### config.mk
export PLATFORM = sky130hd
export DESIGN_NAME = majority_side_mean_top_flat
export DESIGN_NICKNAME = d
export VERILOG_FILES = /design/src/design/msm_pkg.sv /design/src/design/msm_stream_if.sv /design/src/design/msm_ram.sv /design/src/design/msm_div.sv /design/src/design/majority_side_mean_top.sv /design/src/flat_wrapper.sv
export SDC_FILE = /design/constraint.sdc
export NUM_CORES = 1
export LEC_CHECK = 0
export BUFFER_PORTS_ARGS = -buffer_cell sky130_fd_sc_hd__buf_2
export CAP_MARGIN = 20
export CORE_MARGIN = 5
export CORE_UTILIZATION = 63
export CTS_CLUSTER_DIAMETER = 40
export DETAILED_ROUTE_END_ITERATION = 16
export GPL_ROUTABILITY_DRIVEN = 0
export GPL_TIMING_DRIVEN = 1
export PLACE_DENSITY = 0.8
export SLEW_MARGIN = 20
export SYNTH_ARGS = -nofsm -noshare
export SYNTH_HDL_FRONTEND = slang
export SYNTH_SLANG_ARGS = --single-unit
### constraint.sdc
create_clock -name clk_i -period 5.3 [get_ports clk_i]
set_clock_uncertainty 0.1 [all_clocks]
set_input_delay 0.265 -clock clk_i [delete_from_list [all_inputs] [get_ports clk_i]]
set_output_delay 0.265 -clock clk_i [all_outputs]
set_load 0.05 [all_outputs]
### src/design/msm_pkg.sv
package msm_pkg;

  // Fixed field widths of the reading and result beats
  localparam int SAMPLE_W  = 16;
  localparam int AVERAGE_W = 16;

  // Sequencer state codes
  localparam int          STATE_W     = 3;
  localparam logic [2:0]  S_IDLE      = 3'd0;
  localparam logic [2:0]  S_MEAN_GO   = 3'd1;
  localparam logic [2:0]  S_MEAN_WAIT = 3'd2;
  localparam logic [2:0]  S_RD        = 3'd3;
  localparam logic [2:0]  S_ACC       = 3'd4;
  localparam logic [2:0]  S_PICK_GO   = 3'd5;
  localparam logic [2:0]  S_PICK_WAIT = 3'd6;
  localparam logic [2:0]  S_DONE      = 3'd7;

  // Status of the shared divider
  typedef struct packed {
    logic busy;
    logic done;
  } div_stat_t;

endpackage

### src/design/msm_stream_if.sv
interface msm_in_if;
  import msm_pkg::*;

  logic                valid;
  logic                ready;
  logic [SAMPLE_W-1:0] sample;
  logic                last;

  modport source (output valid, output sample, output last, input ready);
  modport sink   (input valid, input sample, input last, output ready);
endinterface

interface msm_out_if;
  import msm_pkg::*;

  logic                 valid;
  logic                 ready;
  logic [AVERAGE_W-1:0] average;
  logic                 overflow;

  modport source (output valid, output average, output overflow, input ready);
  modport sink   (input valid, input average, input overflow, output ready);
endinterface

### src/design/msm_ram.sv
module msm_ram #(
  parameter int WIDTH = 16,
  parameter int DEPTH = 16,
  parameter int AW    = (DEPTH > 1) ? $clog2(DEPTH) : 1
) (
  input  logic             clk_i,
  input  logic             we_i,
  input  logic [AW-1:0]    waddr_i,
  input  logic [WIDTH-1:0] wdata_i,
  input  logic             re_i,
  input  logic [AW-1:0]    raddr_i,
  output logic [WIDTH-1:0] rdata_o
);

  logic [WIDTH-1:0] mem_q [DEPTH];

  // One write port, one registered read port
  always_ff @(posedge clk_i) begin
    if (we_i) begin
      mem_q[waddr_i] <= wdata_i;
    end
    if (re_i) begin
      rdata_o <= mem_q[raddr_i];
    end
  end

endmodule

### src/design/msm_div.sv
module msm_div #(
  parameter int NUM_W = 21,
  parameter int DEN_W = 5
) (
  input  logic                clk_i,
  input  logic                rst_ni,
  input  logic                start_i,
  input  logic [NUM_W-1:0]    num_i,
  input  logic [DEN_W-1:0]    den_i,
  output logic [NUM_W-1:0]    quo_o,
  output msm_pkg::div_stat_t  stat_o
);
  import msm_pkg::*;

  localparam int STEP_W = $clog2(NUM_W + 1);

  logic              busy_q, busy_d;
  logic              done_q, done_d;
  logic [STEP_W-1:0] step_q, step_d;
  logic [DEN_W-1:0]  rem_q, rem_d;
  logic [DEN_W-1:0]  den_q, den_d;
  logic [NUM_W-1:0]  quo_q, quo_d;
  logic [DEN_W:0]    trial;
  logic              ge;

  // Restoring division, one quotient bit per cycle
  assign trial = {rem_q, quo_q[NUM_W-1]};
  assign ge    = (trial >= {1'b0, den_q});

  always_comb begin
    busy_d = busy_q;
    done_d = 1'b0;
    step_d = step_q;
    rem_d  = rem_q;
    den_d  = den_q;
    quo_d  = quo_q;
    if (start_i && !busy_q) begin
      busy_d = 1'b1;
      step_d = STEP_W'(NUM_W);
      rem_d  = '0;
      den_d  = den_i;
      quo_d  = num_i;
    end else if (busy_q) begin
      rem_d  = ge ? DEN_W'(trial - {1'b0, den_q}) : trial[DEN_W-1:0];
      quo_d  = {quo_q[NUM_W-2:0], ge};
      step_d = step_q - 1'b1;
      if (step_q == STEP_W'(1)) begin
        busy_d = 1'b0;
        done_d = 1'b1;
      end
    end
  end

  always_ff @(posedge clk_i or negedge rst_ni) begin
    if (!rst_ni) begin
      busy_q <= 1'b0;
      done_q <= 1'b0;
      step_q <= '0;
    end else begin
      busy_q <= busy_d;
      done_q <= done_d;
      step_q <= step_d;
    end
  end

  always_ff @(posedge clk_i) begin
    rem_q <= rem_d;
    den_q <= den_d;
    quo_q <= quo_d;
  end

  assign quo_o       = quo_q;
  assign stat_o.busy = busy_q;
  assign stat_o.done = done_q;

`ifndef SYNTHESIS
  a_start_idle: assert property (@(posedge clk_i) disable iff (!rst_ni)
    start_i |-> !busy_q)
    else $error("divider started while busy");
  a_done_after_busy: assert property (@(posedge clk_i) disable iff (!rst_ni)
    done_q |-> $past(busy_q))
    else $error("divider done without a run");
  a_step_bound: assert property (@(posedge clk_i) disable iff (!rst_ni)
    busy_q |-> (step_q != '0) && (step_q <= STEP_W'(NUM_W)))
    else $error("divider step count out of range");
`endif

endmodule

### src/design/majority_side_mean_top.sv
// Readings: one beat per cycle is taken while a frame fills (ready high in idle).
// End of frame: after the last beat, a first divider run gives the frame mean;
// a pass over the kept readings in the reading RAM (read, then accumulate, per
// entry) sorts them by side, and a second divider run averages the winning side.
// A finished result waits in an output register while the next frame loads.
// Reset (async, active low) empties the frame and drops any pending result.
module majority_side_mean_top #(
  parameter int MAX_READINGS = 16
) (
  input  logic      clk_i,
  input  logic      rst_ni,
  msm_in_if.sink    in_i,
  msm_out_if.source out_o
);
  import msm_pkg::*;

  localparam int CW    = $clog2(MAX_READINGS + 1);
  localparam int AW    = (MAX_READINGS > 1) ? $clog2(MAX_READINGS) : 1;
  localparam int SUM_W = SAMPLE_W + CW;

  logic [STATE_W-1:0]   state_q, state_d;
  logic [CW-1:0]        count_q, count_d;
  logic [SUM_W-1:0]     sum_q, sum_d;
  logic                 dropped_q, dropped_d;
  logic [SAMPLE_W-1:0]  mean_q, mean_d;
  logic [CW-1:0]        idx_q, idx_d;
  logic [SUM_W-1:0]     up_sum_q, up_sum_d, lo_sum_q, lo_sum_d;
  logic [CW-1:0]        up_n_q, up_n_d, lo_n_q, lo_n_d;
  logic                 out_valid_q, out_valid_d;
  logic [AVERAGE_W-1:0] out_avg_q, out_avg_d;
  logic                 out_ovf_q, out_ovf_d;

  logic                 accept;
  logic                 has_room;
  logic                 ram_we;
  logic                 ram_re;
  logic [SAMPLE_W-1:0]  ram_rdata;
  logic                 div_start;
  logic [SUM_W-1:0]     div_num;
  logic [CW-1:0]        div_den;
  logic [SUM_W-1:0]     div_quo;
  div_stat_t            div_stat;
  logic                 sel_up;

  assign in_i.ready = (state_q == S_IDLE);
  assign accept     = in_i.valid && in_i.ready;
  assign has_room   = (count_q < CW'(MAX_READINGS));
  assign ram_we     = accept && has_room;
  assign ram_re     = (state_q == S_RD);
  assign sel_up     = (up_n_q >= lo_n_q);

  // Divider operands: frame mean first, then the winning side
  always_comb begin
    if (state_q == S_MEAN_GO) begin
      div_num = sum_q;
      div_den = count_q;
    end else begin
      div_num = sel_up ? up_sum_q : lo_sum_q;
      div_den = sel_up ? up_n_q : lo_n_q;
    end
  end
  assign div_start = (state_q == S_MEAN_GO) || (state_q == S_PICK_GO);

  msm_ram #(
    .WIDTH (SAMPLE_W),
    .DEPTH (MAX_READINGS),
    .AW    (AW)
  ) u_store (
    .clk_i   (clk_i),
    .we_i    (ram_we),
    .waddr_i (count_q[AW-1:0]),
    .wdata_i (in_i.sample),
    .re_i    (ram_re),
    .raddr_i (idx_q[AW-1:0]),
    .rdata_o (ram_rdata)
  );

  msm_div #(
    .NUM_W (SUM_W),
    .DEN_W (CW)
  ) u_div (
    .clk_i   (clk_i),
    .rst_ni  (rst_ni),
    .start_i (div_start),
    .num_i   (div_num),
    .den_i   (div_den),
    .quo_o   (div_quo),
    .stat_o  (div_stat)
  );

  // Sequencer
  always_comb begin
    state_d     = state_q;
    count_d     = count_q;
    sum_d       = sum_q;
    dropped_d   = dropped_q;
    mean_d      = mean_q;
    idx_d       = idx_q;
    up_sum_d    = up_sum_q;
    lo_sum_d    = lo_sum_q;
    up_n_d      = up_n_q;
    lo_n_d      = lo_n_q;
    out_valid_d = out_valid_q;
    out_avg_d   = out_avg_q;
    out_ovf_d   = out_ovf_q;

    if (out_valid_q && out_o.ready) begin
      out_valid_d = 1'b0;
    end

    unique case (state_q)
      S_IDLE: begin
        if (accept) begin
          if (has_room) begin
            count_d = count_q + 1'b1;
            sum_d   = sum_q + SUM_W'(in_i.sample);
          end else begin
            dropped_d = 1'b1;
          end
          if (in_i.last) begin
            state_d = S_MEAN_GO;
          end
        end
      end
      S_MEAN_GO: begin
        up_sum_d = '0;
        lo_sum_d = '0;
        up_n_d   = '0;
        lo_n_d   = '0;
        idx_d    = '0;
        state_d  = S_MEAN_WAIT;
      end
      S_MEAN_WAIT: begin
        if (div_stat.done) begin
          mean_d  = div_quo[SAMPLE_W-1:0];
          state_d = S_RD;
        end
      end
      S_RD: begin
        state_d = S_ACC;
      end
      S_ACC: begin
        if (ram_rdata >= mean_q) begin
          up_sum_d = up_sum_q + SUM_W'(ram_rdata);
          up_n_d   = up_n_q + 1'b1;
        end else begin
          lo_sum_d = lo_sum_q + SUM_W'(ram_rdata);
          lo_n_d   = lo_n_q + 1'b1;
        end
        idx_d   = idx_q + 1'b1;
        state_d = ((idx_q + 1'b1) == count_q) ? S_PICK_GO : S_RD;
      end
      S_PICK_GO: begin
        state_d = S_PICK_WAIT;
      end
      S_PICK_WAIT: begin
        if (div_stat.done) begin
          state_d = S_DONE;
        end
      end
      S_DONE: begin
        // Load the result once the output register is free
        if (!out_valid_q || out_o.ready) begin
          out_valid_d = 1'b1;
          out_avg_d   = div_quo[AVERAGE_W-1:0];
          out_ovf_d   = dropped_q;
          count_d     = '0;
          sum_d       = '0;
          dropped_d   = 1'b0;
          state_d     = S_IDLE;
        end
      end
      default: begin
        state_d = S_IDLE;
      end
    endcase
  end

  always_ff @(posedge clk_i or negedge rst_ni) begin
    if (!rst_ni) begin
      state_q     <= S_IDLE;
      count_q     <= '0;
      sum_q       <= '0;
      dropped_q   <= 1'b0;
      out_valid_q <= 1'b0;
    end else begin
      state_q     <= state_d;
      count_q     <= count_d;
      sum_q       <= sum_d;
      dropped_q   <= dropped_d;
      out_valid_q <= out_valid_d;
    end
  end

  always_ff @(posedge clk_i) begin
    mean_q    <= mean_d;
    idx_q     <= idx_d;
    up_sum_q  <= up_sum_d;
    lo_sum_q  <= lo_sum_d;
    up_n_q    <= up_n_d;
    lo_n_q    <= lo_n_d;
    out_avg_q <= out_avg_d;
    out_ovf_q <= out_ovf_d;
  end

  assign out_o.valid    = out_valid_q;
  assign out_o.average  = out_avg_q;
  assign out_o.overflow = out_ovf_q;

`ifndef SYNTHESIS
  a_count_bound: assert property (@(posedge clk_i) disable iff (!rst_ni)
    count_q <= CW'(MAX_READINGS))
    else $error("reading count beyond capacity");
  a_drop_when_full: assert property (@(posedge clk_i) disable iff (!rst_ni)
    dropped_q |-> (count_q == CW'(MAX_READINGS)))
    else $error("drop flag set with room left");
  a_scan_in_range: assert property (@(posedge clk_i) disable iff (!rst_ni)
    ((state_q == S_RD) || (state_q == S_ACC)) |-> (idx_q < count_q))
    else $error("scan index past kept readings");
  a_result_from_done: assert property (@(posedge clk_i) disable iff (!rst_ni)
    (!$past(out_valid_q) && out_valid_q) |-> ($past(state_q) == S_DONE))
    else $error("result raised outside the done state");
`endif

endmodule
### src/flat_wrapper.sv
// flat-port wrapper written by rule: the top's interface ports become plain ports
module majority_side_mean_top_flat import msm_pkg::*;
#(
  parameter int MAX_READINGS = 16
)
  (clk_i, rst_ni, in_i_valid, in_i_sample, in_i_last, in_i_ready, out_o_valid, out_o_average, out_o_overflow, out_o_ready);
  msm_in_if in_i_i ();
  msm_out_if out_o_i ();
  input  logic clk_i;
  input  logic rst_ni;
  input wire logic [$bits(in_i_i.valid)-1:0] in_i_valid;
  input wire logic [$bits(in_i_i.sample)-1:0] in_i_sample;
  input wire logic [$bits(in_i_i.last)-1:0] in_i_last;
  output wire logic [$bits(in_i_i.ready)-1:0] in_i_ready;
  output wire logic [$bits(out_o_i.valid)-1:0] out_o_valid;
  output wire logic [$bits(out_o_i.average)-1:0] out_o_average;
  output wire logic [$bits(out_o_i.overflow)-1:0] out_o_overflow;
  input wire logic [$bits(out_o_i.ready)-1:0] out_o_ready;
  assign in_i_i.valid = in_i_valid;
  assign in_i_i.sample = in_i_sample;
  assign in_i_i.last = in_i_last;
  assign in_i_ready = in_i_i.ready;
  assign out_o_valid = out_o_i.valid;
  assign out_o_average = out_o_i.average;
  assign out_o_overflow = out_o_i.overflow;
  assign out_o_i.ready = out_o_ready;
  majority_side_mean_top #(.MAX_READINGS(MAX_READINGS)) u_core (.clk_i(clk_i), .rst_ni(rst_ni), .in_i(in_i_i), .out_o(out_o_i));
endmodule
# == Word-level counts from Yosys, hierarchy flattened ==
# Memories as Yosys holds them, arrays and structs flattened. A register that Yosys moved wholly into a read port is not among the register bits.
# Cells that the tools add are included.
# op_classes
add_sub_neg,9
eq_ne,18
reduce_logical,19
magnitude_cmp,4
muxes,48
# ops
cell,count
two-way mux 21 bit,9
one-hot mux 21 bit (2 select lines),3
adder 21 x 16 -> 21 bit,3
two-way mux 5 bit,10
one-hot mux 5 bit (2 select lines),4
one-hot mux 3 bit (8 select lines),1
"adder 5 x 1 -> 5 bit, second input constant",4
two-way mux 3 bit,6
greater-or-equal comparator 16 bit,1
two-way mux 1 bit,14
"inequality test 2 bit, second input constant",7
"equality test 3 bit, second input constant",4
AND reduction 2 bit,4
AND reduction 4 bit,2
"equality test 3 x 2 -> 1 bit, second input constant",2
greater-or-equal comparator 6 x 5 -> 1 bit,1
nonzero test 2 bit,3
"equality test 5 x 1 -> 1 bit, second input constant",1
equality test 5 bit,1
greater-or-equal comparator 5 bit,1
"< comparator 5 bit, second input constant",1
AND reduction 5 bit,1
"subtractor 5 x 1 -> 5 bit, second input constant",1
subtractor 5 bit,1
7 further kinds,13
# totals
ram_bits,256
register_bits,159
mem_count,1
input_bits,21
output_inout_bits,19
# mem_list
memory,words,width,rd,rd_ports_with_merged_regs,wr,line_no,source
u_core.u_store.mem_q,16,16,1,1,1,msm_ram.sv:15,logic [WIDTH-1:0] mem_q [DEPTH];

# == Logic depth before layout (Yosys ltp) ==
# Gate-level depths: netlist of the first run.
# depth
word_depth,5
depth_mapped,10
depth_no_buf,9

# == Hierarchy ==
# A second synthesis of the first run with hierarchy kept.
# hier_totals
cells_unflattened,1387
area_unflattened_um2,20243.2
# by_module_without_submodules
mod,cells_per_inst,area_per_inst_um2,n_inst,seq_area_each_um2
msm_ram,432,10203.5,1,8167.8
majority_side_mean_top,822,8211.6,1,3478.3
msm_div,133,1828.0,1,1056.0

# == Worst setup path before layout of the first run ==
# Ideal clock, no wire load.
# synth_path
path_kind,register to register
from,reg u_core.state_q[1]
to,reg u_core.up_n_q[0] (enable)
path_stages_with_launch,7
path_slack_ns,1.521
synth_period_minus_slack_ns,3.779
arrival_ns,3.230
path_cell_list,dfrtp_1 > buf_2 > nor2_2 > nand2_2 > clkbuf_1 > nand2_1 > a21boi_0
# synth_between
elab_chain_len,3
word_cells_on_any_way,5
classes_between,3 x eq/ne; 2 x reduce/logical
# synth_rtl
item,line_no,source
start: declaration,majority_side_mean_top.sv:21,"logic [STATE_W-1:0] state_q, state_d;"
start signal: assignment,majority_side_mean_top.sv:187,state_q <= state_d;
equality test 3 bit / equality test 3 x 1 -> 1 bit (equally long branches),majority_side_mean_top.sv:111,unique case (state_q)
inequality test 2 x 1 -> 1 bit (no line) / nonzero test 2 bit (equally long branches),--,
AND reduction 2 bit (no line) (*),--,
end signal: assignment,majority_side_mean_top.sv:200,up_n_q <= up_n_d;
end: declaration,majority_side_mean_top.sv:28,"logic [CW-1:0] up_n_q, up_n_d, lo_n_q, lo_n_d;"
# Mark *: on every way between the ends. The rest lies on a longest branch, timed or not.
# A chain may end at the register's enable or synchronous reset.

# == Worst setup path after layout of the first run ==
# layout_path
from,reg u_core.state_q[0]
to,"reg u_core.u_div.quo_q[17], in the netlist u_core.u_div.quo_o[17] (data pin)"
# layout_between
elab_chain_len,4
word_cells_on_any_way,6
classes_between,2 x eq/ne; 2 x mux; 2 x reduce/logical
# layout_rtl
item,line_no,source
equality test 3 x 1 -> 1 bit / equality test 3 bit (equally long branches),"majority_side_mean_top.sv:54, majority_side_mean_top.sv:62",
logical OR 1 bit,majority_side_mean_top.sv:62,assign div_start = (state_q == S_MEAN_GO) || (state_q == S_PICK_GO);
logical AND 1 bit,msm_div.sv:37,if (start_i && !busy_q) begin
two-way mux 21 bit (*),msm_div.sv:37,
via u_core.u_div.quo_d[17],msm_div.sv:22,"logic [NUM_W-1:0] quo_q, quo_d;"
end signal: assignment,msm_div.sv:69,quo_q <= quo_d;
end: declaration,msm_div.sv:22,
# The timed path passes the listed nets; every way through them passes the cells marked *.

==> results.toml, run 1 <==
[clock_network]
cts_sinks = 431
cts-resized-gates = 0
ctsHtreeMaxLevel = 2
cts_tree = "yes"
cts_root_buffer = "clkbuf_16"
clockBufferDepth = 3
clk_pin_slew_ps = 60
numCtsBuffers = 54
clk_latency_ps = 590

[sta]
timing.fmax_ghz = 0.309
fin_ws_ps = 2060
setup_viol = 0
finalHoldViolations = 0
tns_ps = 0
max-slew-margin-rel_pct = 26.3
slew_viol_final = 0
worst_pin_slew_ps = 1110
post-route-period-util_pct = 61.1
fin_crit_ps = 3240
rsz0062_at_grt = "no"

[pwr]
p_seq_share_pct = 42.5
p_sw_share_pct = 31.3
intPower_mw = 7.39
switching_power_mw = 3.37
clkPwrFrac_pct = 34.8
totalPowerFinal_mw = 10.8
ir_drop_mv = 0.303
power_density_mw_per_mm2 = 465
comb_power_share_pct = 22.7
leakage_nw = 8.58

[drt]
wl_mm = 50.4
drtAntennaViolNets = 0
wl_per_cell_um = 24.3
via_count = 13530
vias_per_cell = 6.52
initialDrtViolationCount = 1505
drc = 0
detail_route.first_pass.iterations = 6

[critical_path]
endpoint_kind = "flip-flop"
r2r_start = "u_core.state_q[0]$_DFFE_PN0P_"
critPathArrivalTime_ps = 3490
start_kind = "flip-flop"
worstSetupPathType = "reg2reg"
crit_start = "u_core.state_q[0]$_DFFE_PN0P_"
crit_fanout = 27
worstPathRequired_ps = 5560

[global_routing]
grt_pass1_wl_mm = 78.6
antenna_found_initial = 0
grt_pass1_vias = 13412
gr-total-overflow = 0
grtUsageTotal_pct = 28.2
grt_max_degree = 53

[logic_synthesis]
yosysWarnings = 0
syn_nets = 1632
synth.avg_cell_area_sq_um = 13.4
seq_area_frac_synth_pct = 62.1
synth-xor-area-share_pct = 1.71
synth-compound-area-share_pct = 10.8
synth_top_family_by_area = "compound AO/OA/AOI/OAI gates"
ys_ff_latch = 431
synth_edf_count = 388
synthSimpleGateAreaFrac_pct = 9.14
synthArstFlopShare_pct = 8.82
dominantRegCellSynth = "edfxtp_1"
synth_cell_types = 70
syn_area_sq_mm = 0.0204
synthCells = 1524
synthAdderAreaFrac_pct = 5.47
synthMuxAreaShare_pct = 8.51

[hold_path]
hold_path.class = "in2reg"
hp-start = "in_i_sample[10]"

[place]
dp_hpwl_mm = 33.4
io_buffers = 39
place_ws_ps = 2190

[floorplanning]
core_sq_mm = 0.0323
dieWidth_um = 190
dieArea_sq_mm = 0.0362
io_pins = 40
die_y_um = 190
initial_core_util_pct = 63.3
placementRows = 66

[finish]
fillers = 2037
diodes = 0
syn_to_final_growth_pct = 13.1
multi_input_area_sq_mm = 0.00734
fin_nets = 1699
seq_area_sq_mm = 0.0127
drive_above_1_share_pct = 13.6

[outcome]
status = "finished, final reports clean"

[run]
maxCapViolCount = 0
-- registers in the layout, summed over array words and instances, names as in the netlist, 3 cells and up --
name                    cells
u_core.u_div.quo_o         21
u_core.out_o.average       16
u_core.u_div.rem_q          5
u_core.sum_q               21
u_core.u_div.step_q         5
u_core.idx_q                5
u_core.lo_sum_q            21
u_core.mean_q              16
u_core.count_q              5
u_core.u_div.den_q          5
u_core.up_sum_q            21
u_core.lo_n_q               5
u_core.u_store.rdata_o     16
u_core.state_q              3
u_core.u_store.mem_q      256
u_core.up_n_q               5
-- critical path, cell delays in order (launching register included) --
cell and delay (ps):
dfrtp_1 600, nor2b_1 360, nand2_1 520, inv_1 890, nor2_1 150, a211oi_1 380
-- what timing repair did --
item	CTS	global route
hold buffers	9	0
setup buffers	0	0
endpoints found under the setup margin	0	0
hold endpoints to repair	117	0
-- cell usage in the layout (no fill, tap or decap), types with 8 or more instances in the layout --
master	instances
nand3_1	39
nand4_1	11
mux4_2	32
nor2_1	102
a211oi_1	29
o31ai_1	10
xor2_1	22
mux2_2	14
a21o_1	25
nand2b_1	18
ha_1	83
a22oi_1	17
buf_2	39
a21oi_1	91
o21ai_0	75
clkinv_1	11
xnor2_1	18
inv_1	52
mux2i_1	86
buf_4	26
nand2_1	75
nor3b_1	11
dlygate4sd3_1	9
a221oi_1	18
edfxtp_1	388
and3_1	18
a31oi_1	8
or3_1	15
o211ai_1	9
nor2b_1	12
o21a_1	15
clkbuf_16	55
dfrtp_1	38
nor3_1	41
-- metrics by stage --
stage	std cells	area, sq um	utilization [%]	hold slack [ps]
2_1_floorplan	1524	20400	-	-131
3_3_place_gp	1967	21200	65.6	328
3_5_place_dp	1968	21200	65.7	341
4_1_cts	2076	23100	71.7	1.34
5_1_grt	2076	23100	71.7	19.9
6_report	2076	23100	71.7	22.3
-- cell usage after synthesis, drive strengths merged, types with 32 or more instances --
cell / n / area [sq um]
inv: 52 / 195
dfrtp: 38 / 951
o21ai: 77 / 385
nor3: 47 / 252
nand2: 76 / 288
nand3: 39 / 195
nor2: 109 / 414
ha: 83 / 1040
mux4: 32 / 721
edfxtp: 388 / 11700
clkbuf: 40 / 150
a21oi: 91 / 455
mux2i: 86 / 861
-- logic make-up after synthesis --
logic type                 count (synthesis)
DFF                                      431
AOI/OAI and AO/OA                        338
muxes                                    132
adders and majority gates                 87
buffers and inverters                    116
and+or+nand+nor                          380
xor gates and xnor gates                  40
-- layer usage --
layer	vias up	routed length, um	track usage [%]
met5	-	0	0
met4	0	1840	10.1
met3	118	4420	5.16
met2	716	24800	46.7
met1	6670	19300	38.1
li1	6026	-	-
-- power by group through the flow --
stage          Combinational [mW]  Clock (mW)  Sequential (mW)
6_report                     2.44        3.75             4.58
5_1_grt                      2.70        3.93             4.61
4_1_cts                      2.42        3.76             4.56
3_5_place_dp                 2.38           0             4.63
3_3_place_gp                 2.31           0             4.61
2_1_floorplan                1.81           0             4.45
-- path summary, 6_finish.rpt --
kind | endpoint | slack, ps | cells after the start
min reg2reg | u_core.u_div.rem_q[4]$_SDFFE_PP0P_ | 360 | 1
min | u_core.u_store.mem_q[2][10]$_DFFE_PP_ | 20 | 1
max in group asynchronous | u_core.sum_q[0]$_DFFE_PN0P_ | 4280 | 2
min in group asynchronous | u_core.u_div.step_q[1]$_DFFE_PN0P_ | 260 | 2
max | u_core.u_div.quo_o[17]$_DFFE_PP_ | 2060 | 5
max reg2reg | u_core.u_div.quo_o[17]$_DFFE_PP_ | 2060 | 5
-- area by class of cell --
class / count / share of cell area [%]
inverter: 52 / 0.844
tap: 442 / 2.39
clock inverter: 41 / 1.95
sequential: 431 / 54.9
clock buffer: 58 / 6.00
timing repair buffer: 75 / 2.20
multi-input combinational: 977 / 31.7
No activity file was read; power rests on OpenSTA's default activity.
==> run 2, diff against run 1 <==
- CORE_UTILIZATION: 63 -> 57
- PLACE_DENSITY: 0.8 -> 0.76
- clock period: 5.3 -> 2.95 ns (I/O delays scaled with it)
==> run 2 against run 1 <==
Compared with the run above:
- setup slack got worse by 2000 ps
- cell count rose by 3.3%
- power increased by 83%
- critical endpoint is now u_core.up_sum_q[14]$_SDFFCE_PN0P_
- highest routed layer is now met5
==> results.toml, run 2 (same netlist as run 1, synthesis figures left out) <==
[outcome]
status = "finished, final reports clean"

[clock_network]
post_cts_buffers = 0
numCtsBuffers = 55
clk_latency_ps = 610
cts_root_buffer = "clkbuf_16"
cts_sinks = 431
cts_tree = "yes"
ctsHtreeMaxLevel = 2
clk_pin_slew_ps = 60
clockBufferDepth = 3

[drt]
wl_mm = 47.2
initialDrtViolationCount = 1165
drc = 0
detail_route.first_pass.iterations = 6
drtAntennaViolNets = 0
vias_per_cell = 6.22
via_count = 13325
wl_per_cell_um = 22.0

[floorplanning]
io_pins = 40
core_sq_mm = 0.0355
dieArea_sq_mm = 0.0398
placementRows = 69
dieWidth_um = 199
die_y_um = 199
initial_core_util_pct = 57.6

[global_routing]
use_met2_pct = 39.0
met1_usage_pct = 33.2
grt_pass1_wl_mm = 74.2
grt_use_met3_pct = 4.72
grt_pass1_vias = 13455
top_usage_layer = "met2"
grtUsageTotal_pct = 24.1
gr-total-overflow = 0
antenna_found_initial = 1
grt_max_degree = 39

[hold_path]
hold_path.class = "in2async"

[critical_path]
crit_slowest_cell = "edfxtp_1"
path_delay_family = "compound AO/OA/AOI/OAI gates"
worstSetupPathType = "reg2reg"
critPathArrivalTime_ps = 3200
path_cells = "ha_1, fa_1, a21o_1, a21oi_2, o31ai_1, buf_4, o21ai_0, o311ai_0, nand2_1"
cp_num_buf_inv = 1
crit_fanout = 4
critical_path.max_stage_delay_ps = 430
start_kind = "flip-flop"
worstPathRequired_ps = 3320
endpoint_kind = "flip-flop"

[sta]
post-route-period-util_pct = 96.2
finalHoldViolations = 0
timing.fmax_ghz = 0.353
setup_viol = 0
worst_pin_slew_ps = 854
fin_crit_ps = 2840
max-slew-margin-rel_pct = 43.1
slew_viol_final = 0
rsz0062_at_grt = "no"
tns_ps = 0

[pwr]
leakage_nw = 8.88
power_density_mw_per_mm2 = 829
ir_drop_mv = 0.822

[finish]
syn_to_final_growth_pct = 16.1
diodes = 0
fin_nets = 1748
layout_common_cells = "edfxtp_1 (388), nor2_1 (103), a21oi_1 (89)"
drive_above_1_share_pct = 15.9
largest_register_ffs = 256
multi_input_area_sq_mm = 0.00735
mostFrequentLayoutCell = "edfxtp_1"
final_cells = 2144
fillers = 2485
largest-register = "u_core.u_store.mem_q"
seq_area_sq_mm = 0.0127

[place]
dp.cells = 2024
dp_hpwl_mm = 32.5
io_buffers = 39

[run]
maxCapViolCount = 0
run 2: cell count changes in the layout (fill, tap and decap cells not counted), sizes merged:
cell         change
bufinv           +3
buf             +37
clkinv           +5
inv              -7
dlygate4sd3     +11
run 2: layout make-up:
| type | instances | share of cell area [%] |
|---|---|---|
| Clock inverter | 42 | 2.36 |
| Timing Repair Buffer | 123 | 4.01 |
| Sequential cell | 431 | 53.5 |
| Clock buffer | 58 | 5.89 |
| Tap cell | 461 | 2.43 |
| Inverter | 52 | 0.822 |
| Multi-Input combinational cell | 977 | 31.0 |
run 2: final timing paths:
path                                                startpoint                                     to  slack (ps)  cells after the start
max in group asynchronous                               rst_ni            u_core.sum_q[2]$_DFFE_PN0P_        2090                      2
min in group clk_i                              in_i_sample[0]  u_core.u_store.mem_q[15][0]$_DFFE_PP_         270                      2
setup / recovery           u_core.u_store.rdata_o[0]$_DFFE_PN_      u_core.up_sum_q[14]$_SDFFCE_PN0P_         110                      9
setup reg to reg           u_core.u_store.rdata_o[0]$_DFFE_PN_      u_core.up_sum_q[14]$_SDFFCE_PN0P_         110                      9
hold / removal                                          rst_ni     u_core.u_div.step_q[1]$_DFFE_PN0P_         110                      2
hold reg to reg                   u_core.dropped_q$_DFFE_PN0P_        u_core.out_o.overflow$_DFFE_PP_         360                      0
run 2: routing by layer:
layer | up-vias | wire (um)
met4 | 2 | 1280
met2 | 512 | 22700
li1 | 6141 | -
met5 | - | 13
met1 | 6594 | 19800
met3 | 76 | 3450
run 2: through the flow:
stage	utilization, %	worst slack (ps)	hold WS (ps)	power [mW]	area (sq um)
2_1_floorplan	-	26.4	-248	11.2	20500
3_3_place_gp	60.8	172	202	12.5	21600
3_5_place_dp	60.8	59.2	207	12.6	21600
4_1_cts	66.9	55.6	102	19.7	23700
5_1_grt	66.9	48.4	191	20.6	23700
6_report	66.9	113	111	19.7	23700
run 2: where the power goes:
part / switching (mW) / internal (mW)
logic: 2.67 / 1.79
clock network: 2.67 / 4.36
registers: 0.659 / 7.53
total: 6.00 / 13.7
run 2: repair_timing:
item | CTS | global route
hold endpoints to repair | 301 | 0
resized for setup | 0 | 2
hold buffers | 20 | 0
setup endpoints to repair | 0 | 7
